==> config.mk <==
export PLATFORM = sky130hd
export DESIGN_NAME = rational_arithmetic_unit
export DESIGN_NICKNAME = d
export VERILOG_FILES = /design/src/design/rau_pkg.sv /design/src/design/rau_divider.sv /design/src/design/rational_arithmetic_unit.sv
export SDC_FILE = /design/constraint.sdc
export NUM_CORES = 2
export LEC_CHECK = 0
export ABC_AREA = 1
export ABC_CLOCK_PERIOD_IN_PS = 7900
export BUFFER_PORTS_ARGS = -buffer_cell sky130_fd_sc_hd__buf_2
export CORE_MARGIN = 5
export CORE_UTILIZATION = 58
export DETAILED_ROUTE_END_ITERATION = 6
export PLACE_DENSITY = 0.79
export SYNTH_ARGS = -nofsm -noshare
export SYNTH_HDL_FRONTEND = slang
export SYNTH_HIERARCHICAL = 1
export SYNTH_SLANG_ARGS = --single-unit
==> constraint.sdc <==
create_clock -name i_clk -period 7.9 [get_ports i_clk]
set_input_delay 1.185 -clock i_clk [delete_from_list [all_inputs] [get_ports i_clk]]
set_output_delay 1.185 -clock i_clk [all_outputs]
set_load 0.005 [all_outputs]
==> src/design/rau_pkg.sv <==
// ----------------------------------------------------------------------------
// rau_pkg: shared types and constants for the rational arithmetic unit
// operation codes, error codes and sequencer states
// ----------------------------------------------------------------------------
`default_nettype none
package rau_pkg;
    localparam int DATA_WIDTH_DEF = 32;
    localparam int FUNC_W = 3;
    localparam int ERR_W  = 2;

    typedef enum logic [2:0] {
        OP_ADD  = 3'd0,
        OP_SUB  = 3'd1,
        OP_MUL  = 3'd2,
        OP_DIV  = 3'd3,
        OP_SIMP = 3'd4
    } t_op;

    typedef enum logic [1:0] {
        ERR_OK   = 2'd0,
        ERR_OP   = 2'd1,
        ERR_ZERO = 2'd2
    } t_err;

    typedef enum logic [3:0] {
        S_IDLE,
        S_MUL0,
        S_MUL1,
        S_MUL2,
        S_MUL3,
        S_COMB,
        S_GCD_START,
        S_GCD_WAIT,
        S_QN_START,
        S_QN_WAIT,
        S_QD_START,
        S_QD_WAIT,
        S_OUT
    } t_state;
endpackage
`default_nettype wire

==> src/design/rau_divider.sv <==
// ----------------------------------------------------------------------------
// rau_divider: shared restoring divider
// signed truncating quotient and remainder, one quotient bit per cycle
// ----------------------------------------------------------------------------
`default_nettype none
module rau_divider
    import rau_pkg::*;
#(
    parameter int DATA_WIDTH = DATA_WIDTH_DEF
) (
    input  wire logic                         i_clk,
    input  wire logic                         i_rst_n,
    input  wire logic                         i_start,
    input  wire logic signed [DATA_WIDTH-1:0] i_dividend,
    input  wire logic signed [DATA_WIDTH-1:0] i_divisor,
    output logic                              o_done,
    output logic signed [DATA_WIDTH-1:0]      o_quot,
    output logic signed [DATA_WIDTH-1:0]      o_rem
);
    localparam int CW = $clog2(DATA_WIDTH + 1);

    logic [DATA_WIDTH-1:0] r_q, n_q;
    logic [DATA_WIDTH:0]   r_r, n_r;
    logic [DATA_WIDTH-1:0] r_d;
    logic                  r_qneg, r_rneg, r_busy, n_busy, r_done, n_done;
    logic [CW-1:0]         r_cnt, n_cnt;
    logic [DATA_WIDTH:0]   trial, diff;
    logic [DATA_WIDTH-1:0] a_mag, b_mag;

    // operand magnitudes
    assign a_mag = i_dividend[DATA_WIDTH-1] ? (~i_dividend + 1'b1) : i_dividend;
    assign b_mag = i_divisor[DATA_WIDTH-1]  ? (~i_divisor + 1'b1)  : i_divisor;

    // one shift and subtract step
    assign trial = {r_r[DATA_WIDTH-1:0], r_q[DATA_WIDTH-1]};
    assign diff  = trial - {1'b0, r_d};

    always_comb begin
        n_q    = r_q;
        n_r    = r_r;
        n_cnt  = r_cnt;
        n_busy = r_busy;
        n_done = 1'b0;
        if (i_start) begin
            n_q    = a_mag;
            n_r    = '0;
            n_cnt  = CW'(DATA_WIDTH);
            n_busy = 1'b1;
        end else if (r_busy) begin
            if (!diff[DATA_WIDTH]) begin
                n_r = diff;
                n_q = {r_q[DATA_WIDTH-2:0], 1'b1};
            end else begin
                n_r = trial;
                n_q = {r_q[DATA_WIDTH-2:0], 1'b0};
            end
            n_cnt = r_cnt - 1'b1;
            if (r_cnt == CW'(1)) begin
                n_busy = 1'b0;
                n_done = 1'b1;
            end
        end
    end

    always_ff @(posedge i_clk) begin
        if (!i_rst_n) begin
            r_busy <= 1'b0;
            r_done <= 1'b0;
            r_cnt  <= '0;
        end else begin
            r_busy <= n_busy;
            r_done <= n_done;
            r_cnt  <= n_cnt;
        end
        r_q <= n_q;
        r_r <= n_r;
        if (i_start) begin
            r_d    <= b_mag;
            r_qneg <= i_dividend[DATA_WIDTH-1] ^ i_divisor[DATA_WIDTH-1];
            r_rneg <= i_dividend[DATA_WIDTH-1];
        end
    end

    // sign fix; magnitudes wrap as C does for min by minus one
    assign o_done = r_done;
    assign o_quot = r_qneg ? (~r_q + 1'b1) : r_q;
    assign o_rem  = r_rneg ? (~r_r[DATA_WIDTH-1:0] + 1'b1) : r_r[DATA_WIDTH-1:0];
endmodule
`default_nettype wire

==> src/design/rational_arithmetic_unit.sv <==
// ----------------------------------------------------------------------------
// rational_arithmetic_unit: fraction add, subtract, multiply, divide, simplify
// sequenced over one multiplier and one shared bit-serial divider
// ----------------------------------------------------------------------------
// Usage:
//   the slave channel takes one item: two fractions A, B and an operation
//   code. the master channel returns one item per input: result fraction and
//   an error code. s_axis_tready is high only while the block is idle.
//   Arithmetic operations use registered multiplies into r_p0, r_p1 and r_p2
//   (states S_MUL0 to S_MUL3) and a combine step (S_COMB) before the result.
//   Simplify runs a Euclid loop on the shared divider, one remainder step
//   per division, followed by two more divisions for the reduced parts.
//   Unknown operation codes and, for simplify, a zero A denominator pass A
//   through: result valid the cycle after accept.
//   The result sits in an output register until m_axis_tready takes it; a
//   stalled receiver keeps s_axis_tready low until then.
//   Synchronous active-low reset returns to idle with no result pending.
// ----------------------------------------------------------------------------
`default_nettype none
module rational_arithmetic_unit
    import rau_pkg::*;
#(
    parameter int DATA_WIDTH = DATA_WIDTH_DEF
) (
    input  wire logic                      i_clk,
    input  wire logic                      i_rst_n,
    input  wire logic                      s_axis_tvalid,
    output logic                           s_axis_tready,
    // func, a_num, a_den, b_num, b_den from bit 0 up, zero padded
    input  wire logic [((FUNC_W+4*DATA_WIDTH+7)/8)*8-1:0] s_axis_tdata,
    output logic                           m_axis_tvalid,
    input  wire logic                      m_axis_tready,
    // res_num, res_den, err_code from bit 0 up, zero padded
    output logic [((ERR_W+2*DATA_WIDTH+7)/8)*8-1:0]       m_axis_tdata
);
    localparam int DW  = DATA_WIDTH;
    localparam int OTW = ((ERR_W + 2*DW + 7) / 8) * 8;

    t_state r_state, n_state;
    logic [FUNC_W-1:0]     r_func;
    logic signed [DW-1:0]  r_an, r_ad, r_bn, r_bd;
    logic signed [DW-1:0]  r_p0, r_p1, r_p2;
    logic signed [DW-1:0]  r_ga, r_gb, r_g;
    logic signed [DW-1:0]  r_rn, r_rd;
    logic [ERR_W-1:0]      r_err;
    logic                  r_ovalid;
    logic                  in_acc;
    // multiplier
    logic signed [DW-1:0]  mul_a, mul_b, mul_p;
    // divider
    logic                  div_start, div_done;
    logic signed [DW-1:0]  div_n, div_d, div_q, div_r;

    assign in_acc = s_axis_tvalid && s_axis_tready;
    assign s_axis_tready = (r_state == S_IDLE) && i_rst_n;

    // single multiplier, operands picked by state
    always_comb begin
        unique case (r_state)
            S_MUL0:  begin mul_a = r_an; mul_b = (r_func == OP_MUL) ? r_bn : r_bd; end
            S_MUL1:  begin mul_a = r_ad; mul_b = r_bn; end
            S_MUL2:  begin mul_a = r_ad; mul_b = r_bd; end
            default: begin mul_a = r_ad; mul_b = r_bd; end
        endcase
    end
    assign mul_p = DW'(mul_a * mul_b);

    rau_divider #(.DATA_WIDTH(DW)) u_div (
        .i_clk      (i_clk),
        .i_rst_n    (i_rst_n),
        .i_start    (div_start),
        .i_dividend (div_n),
        .i_divisor  (div_d),
        .o_done     (div_done),
        .o_quot     (div_q),
        .o_rem      (div_r)
    );

    // divider launch and operands
    always_comb begin
        div_start = (r_state == S_GCD_START) || (r_state == S_QN_START) ||
                    (r_state == S_QD_START);
        unique case (r_state)
            S_QN_START: begin div_n = r_an; div_d = r_g; end
            S_QD_START: begin div_n = r_ad; div_d = r_g; end
            default:    begin div_n = r_ga; div_d = r_gb; end
        endcase
    end

    // next state
    always_comb begin
        n_state = r_state;
        unique case (r_state)
            S_IDLE: if (in_acc) begin
                if (s_axis_tdata[FUNC_W-1:0] == OP_SIMP) begin
                    n_state = (s_axis_tdata[FUNC_W+2*DW-1:FUNC_W+DW] == '0) ?
                              S_OUT : S_GCD_START;
                end else if (s_axis_tdata[FUNC_W-1:0] > OP_SIMP) begin
                    n_state = S_OUT;
                end else begin
                    n_state = S_MUL0;
                end
            end
            S_MUL0:      n_state = S_MUL1;
            S_MUL1:      n_state = S_MUL2;
            S_MUL2:      n_state = S_MUL3;
            S_MUL3:      n_state = S_COMB;
            S_COMB:      n_state = S_OUT;
            S_GCD_START: n_state = S_GCD_WAIT;
            S_GCD_WAIT: if (div_done) begin
                n_state = (!div_r[DW-1] && div_r != '0) ? S_GCD_START : S_QN_START;
            end
            S_QN_START:  n_state = S_QN_WAIT;
            S_QN_WAIT:   if (div_done) n_state = S_QD_START;
            S_QD_START:  n_state = S_QD_WAIT;
            S_QD_WAIT:   if (div_done) n_state = S_OUT;
            S_OUT:       if (m_axis_tready) n_state = S_IDLE;
            default:     n_state = S_IDLE;
        endcase
    end

    always_ff @(posedge i_clk) begin
        if (!i_rst_n) r_state <= S_IDLE;
        else          r_state <= n_state;
    end

    // datapath registers
    always_ff @(posedge i_clk) begin
        unique case (r_state)
            S_IDLE: if (in_acc) begin
                r_func <= s_axis_tdata[FUNC_W-1:0];
                r_an   <= s_axis_tdata[FUNC_W+DW-1:FUNC_W];
                r_ad   <= s_axis_tdata[FUNC_W+2*DW-1:FUNC_W+DW];
                r_bn   <= s_axis_tdata[FUNC_W+3*DW-1:FUNC_W+2*DW];
                r_bd   <= s_axis_tdata[FUNC_W+4*DW-1:FUNC_W+3*DW];
                r_ga   <= s_axis_tdata[FUNC_W+DW-1:FUNC_W];
                r_gb   <= s_axis_tdata[FUNC_W+2*DW-1:FUNC_W+DW];
                r_rn   <= s_axis_tdata[FUNC_W+DW-1:FUNC_W];
                r_rd   <= s_axis_tdata[FUNC_W+2*DW-1:FUNC_W+DW];
                if (s_axis_tdata[FUNC_W-1:0] > OP_SIMP) r_err <= ERR_OP;
                else if (s_axis_tdata[FUNC_W-1:0] == OP_SIMP &&
                         s_axis_tdata[FUNC_W+2*DW-1:FUNC_W+DW] == '0) r_err <= ERR_ZERO;
                else r_err <= ERR_OK;
            end
            S_MUL0: r_p0 <= mul_p;
            S_MUL1: r_p1 <= mul_p;
            S_MUL2: r_p2 <= mul_p;
            S_MUL3: ;
            S_COMB: begin
                unique case (r_func)
                    OP_ADD:  begin r_rn <= r_p0 + r_p1; r_rd <= r_p2; end
                    OP_SUB:  begin r_rn <= r_p0 - r_p1; r_rd <= r_p2; end
                    OP_MUL:  begin r_rn <= r_p0;        r_rd <= r_p2; end
                    default: begin r_rn <= r_p0;        r_rd <= r_p1; end
                endcase
            end
            // euclid: continue while remainder is positive, keep last divisor
            S_GCD_WAIT: if (div_done) begin
                r_ga <= r_gb;
                r_gb <= div_r;
                r_g  <= r_gb;
            end
            S_QN_WAIT: if (div_done) r_rn <= div_q;
            S_QD_WAIT: if (div_done) r_rd <= div_q;
            default: ;
        endcase
    end

    // output register
    always_ff @(posedge i_clk) begin
        if (!i_rst_n) r_ovalid <= 1'b0;
        else          r_ovalid <= (n_state == S_OUT);
    end

    assign m_axis_tvalid = r_ovalid && (r_state == S_OUT);
    assign m_axis_tdata  = OTW'({r_err, r_rd, r_rn});
endmodule
`default_nettype wire

==> qor.yml <==
route:
  highest-signal-layer: "met5"
  ant_nets: 0
  wl_met2_um: 66200
  drt-total-wl_um: 156000
  vias: 40700
  routed_via_density: 5.66
  wire_per_inst_um: 21.7
  drt_first_pass_iters: 7
  wl_met1_um: 60200
  drt_iter0_markers: 5233
  met3WireLength_um: 22200
  drc: 3
sta:
  fmax_mhz: 126
  whs_ns: 0.444
  final.setup_skew_ns: 0.0480
  maxSlewViolCount: 0
  layout_setup_ws_ns: -0.0248
  setup-violations-final: 3
  relSlewSlack_pct: 21.6
  fin_crit_sh_pct: 100
  period_needed_ns: 7.92
  finalHoldViolCount: 0
  rsz0062_at_grt: "true"
  worst_slew_pin_slew_ns: 1.17
synth:
  ys_ff_latch: 500
  synth.top_cell.area_share_pct: 29.8
  synthesis.instances: 5580
  seq_area_frac_synth_pct: 31.7
  yosysWarningCount: 6
  avgSynthCellArea_um2: 8.23
  synth_top_cells_by_area: "edfxtp_1 (30%), fa_1 (18%), nand2_1 (11%), inv_1 (8.9%), ha_1 (6.0%)"
  synth_edf_count: 455
  synth.distinct_cells: 65
  synth_ff_type: "edfxtp_1"
  syn-cell-area_um2: 45900
  yosys.area.top_type: "edfxtp_1"
  synth-async-reset-ratio_pct: 0
layout:
  syn_to_final_growth_pct: 17.4
  final_cell_mix: "nand2_1 (1252), inv_1 (1059), nor2_1 (540)"
  fin_cells: 7194
  nets: 6867
  post-route-util_pct: 68.4
  nFillCells: 6236
  drive_above_1_share_pct: 17.1
  layout_commonest_cell: "nand2_1"
placement:
  port-buffer-count: 202
  dp_cells: 7063
  place_ws_ns: -0.383
  routabilityCongestion: 1.01
  hpwlAfterDp_um: 125000
floorplanning:
  pin_count: 214
  coreArea_um2: 78700
  fp.dieH_um: 291
  dieArea_um2: 84900
  initial_core_util_pct: 58.3
  die_w_um: 291
  fp-row-count: 103
clock_tree:
  tritoncts: "yes"
  htreeDepth: 2
  cts_root_buf: "clkbuf_16"
  clock_path_buffers: 3
  cts.sinks: 500
  cts_buffers: 55
  clk_pin_slew_ns: 0.07
  clock_latency_ns: 0.66
grt:
  grt_start_max_net_pins: 80
  grt_pass1_wl_um: 234000
  grt_pass1_vias: 39800
  grt_overflow: 0
  track_usage_pct: 35.9
  antenna_found_initial: 4
flow_run:
  cap_violations: 0
critical_path:
  start_kind: "flip-flop"
  cp_slowest_cell: "fa_2"
  cp_common_cell: "fa_1"
  cp_max_fo: 6
  crit_type: "reg2reg"
  arrival_ns: 8.31
  cp.required_ns: 8.28
  cpPeakStageDelay_ns: 0.66
  critPathCaptureType: "flip-flop"
run_status:
  violations: "DRC, setup timing"
  status: "finished, violations left"
worst_hold_path:
  min_path_type: "reg2reg"
metrics by stage:
stage	setup TNS, ns	cell area (um2)
after floorplan	0	45900
after global placement	-5.32	50800
after detailed placement	-5.87	50800
after CTS	0	53000
after global routing	-1.60	53900
final	-0.0743	53900
cell type report:
type | instances | area, um2 | area share (%)
clock buffers | 63 | 1410 | 2.61
clock inverters | 38 | 484 | 0.898
inverters | 1133 | 4300 | 7.97
flip-flops and latches | 500 | 14600 | 27.0
diodes | 3 | 7.51 | 0.0139
multi-input cells | 3787 | 27100 | 50.3
repair buffers | 620 | 4690 | 8.70
well taps | 1050 | 1310 | 2.44
what timing repair did:
item / 4_1_cts / 5_1_grt
setup buffers: 9 / 21
resized for setup: 58 / 206
endpoints found under the setup margin: 27 / 39
hold endpoints to repair: 0 / 0
hold buffers: 0 / 0
cloned: 1 / 0
pin swaps: 14 / 101
critical path: cells and delay by family (launching register included):
kind	cells	cell delay, ns
and+or+nand+nor	9	1.04
adders and majority gates	9	4.56
DFF	1	0.34
AOI/OAI and AO/OA	6	0.93
buffers and inverters	7	0.75
cell families (layout without fill, tap and decap cells):
family          after synthesis  count (layout)  share of synthesized area [%]
simple gates               2347            2348                           21.6
xor+xnor                    186             186                           3.55
compound gates              617             617                           8.18
other cells                   1               9                        0.00817
flops                       500             500                           31.7
fa+ha+maj                   630             630                           23.9
buf+inv                    1299            1854                           11.1
final timing paths:
| path | from | slack [ns] | end | depth (start not counted) |
|---|---|---|---|---|
| setup / recovery | r_state[2]$_SDFF_PN0_ | -0.02 | r_p1[31]$_DFFE_PN_ | 31 |
| hold / removal | r_gb[18]$_DFFE_PP_ | 0.44 | r_g[18]$_DFFE_PP_ | 0 |
| setup reg to reg | r_state[2]$_SDFF_PN0_ | -0.02 | r_p1[31]$_DFFE_PN_ | 31 |
| hold reg to reg | r_gb[18]$_DFFE_PP_ | 0.44 | r_g[18]$_DFFE_PP_ | 0 |
cells in the mapped netlist, types with 86 or more instances:
cell         n
o211ai_1    86
xor2_1     143
clkbuf_1   124
nand3_1    230
o21ai_0    240
nor2_1     569
edfxtp_1   455
ha_1       220
fa_1       410
a21oi_1    143
nand2_1   1285
inv_1     1088
per-layer routing:
| layer | track usage (%) | vias up |
|---|---|---|
| met3 | 12.0 | 380 |
| met5 | 1.25 | - |
| met4 | 13.7 | 8 |
| met1 | 49.7 | 19300 |
| met2 | 52.6 | 2476 |
| li1 | - | 18500 |
Power is left out: the tool's default activity adds up to more than one toggle a clock period on the data nets, which glitch-free logic cannot reach.
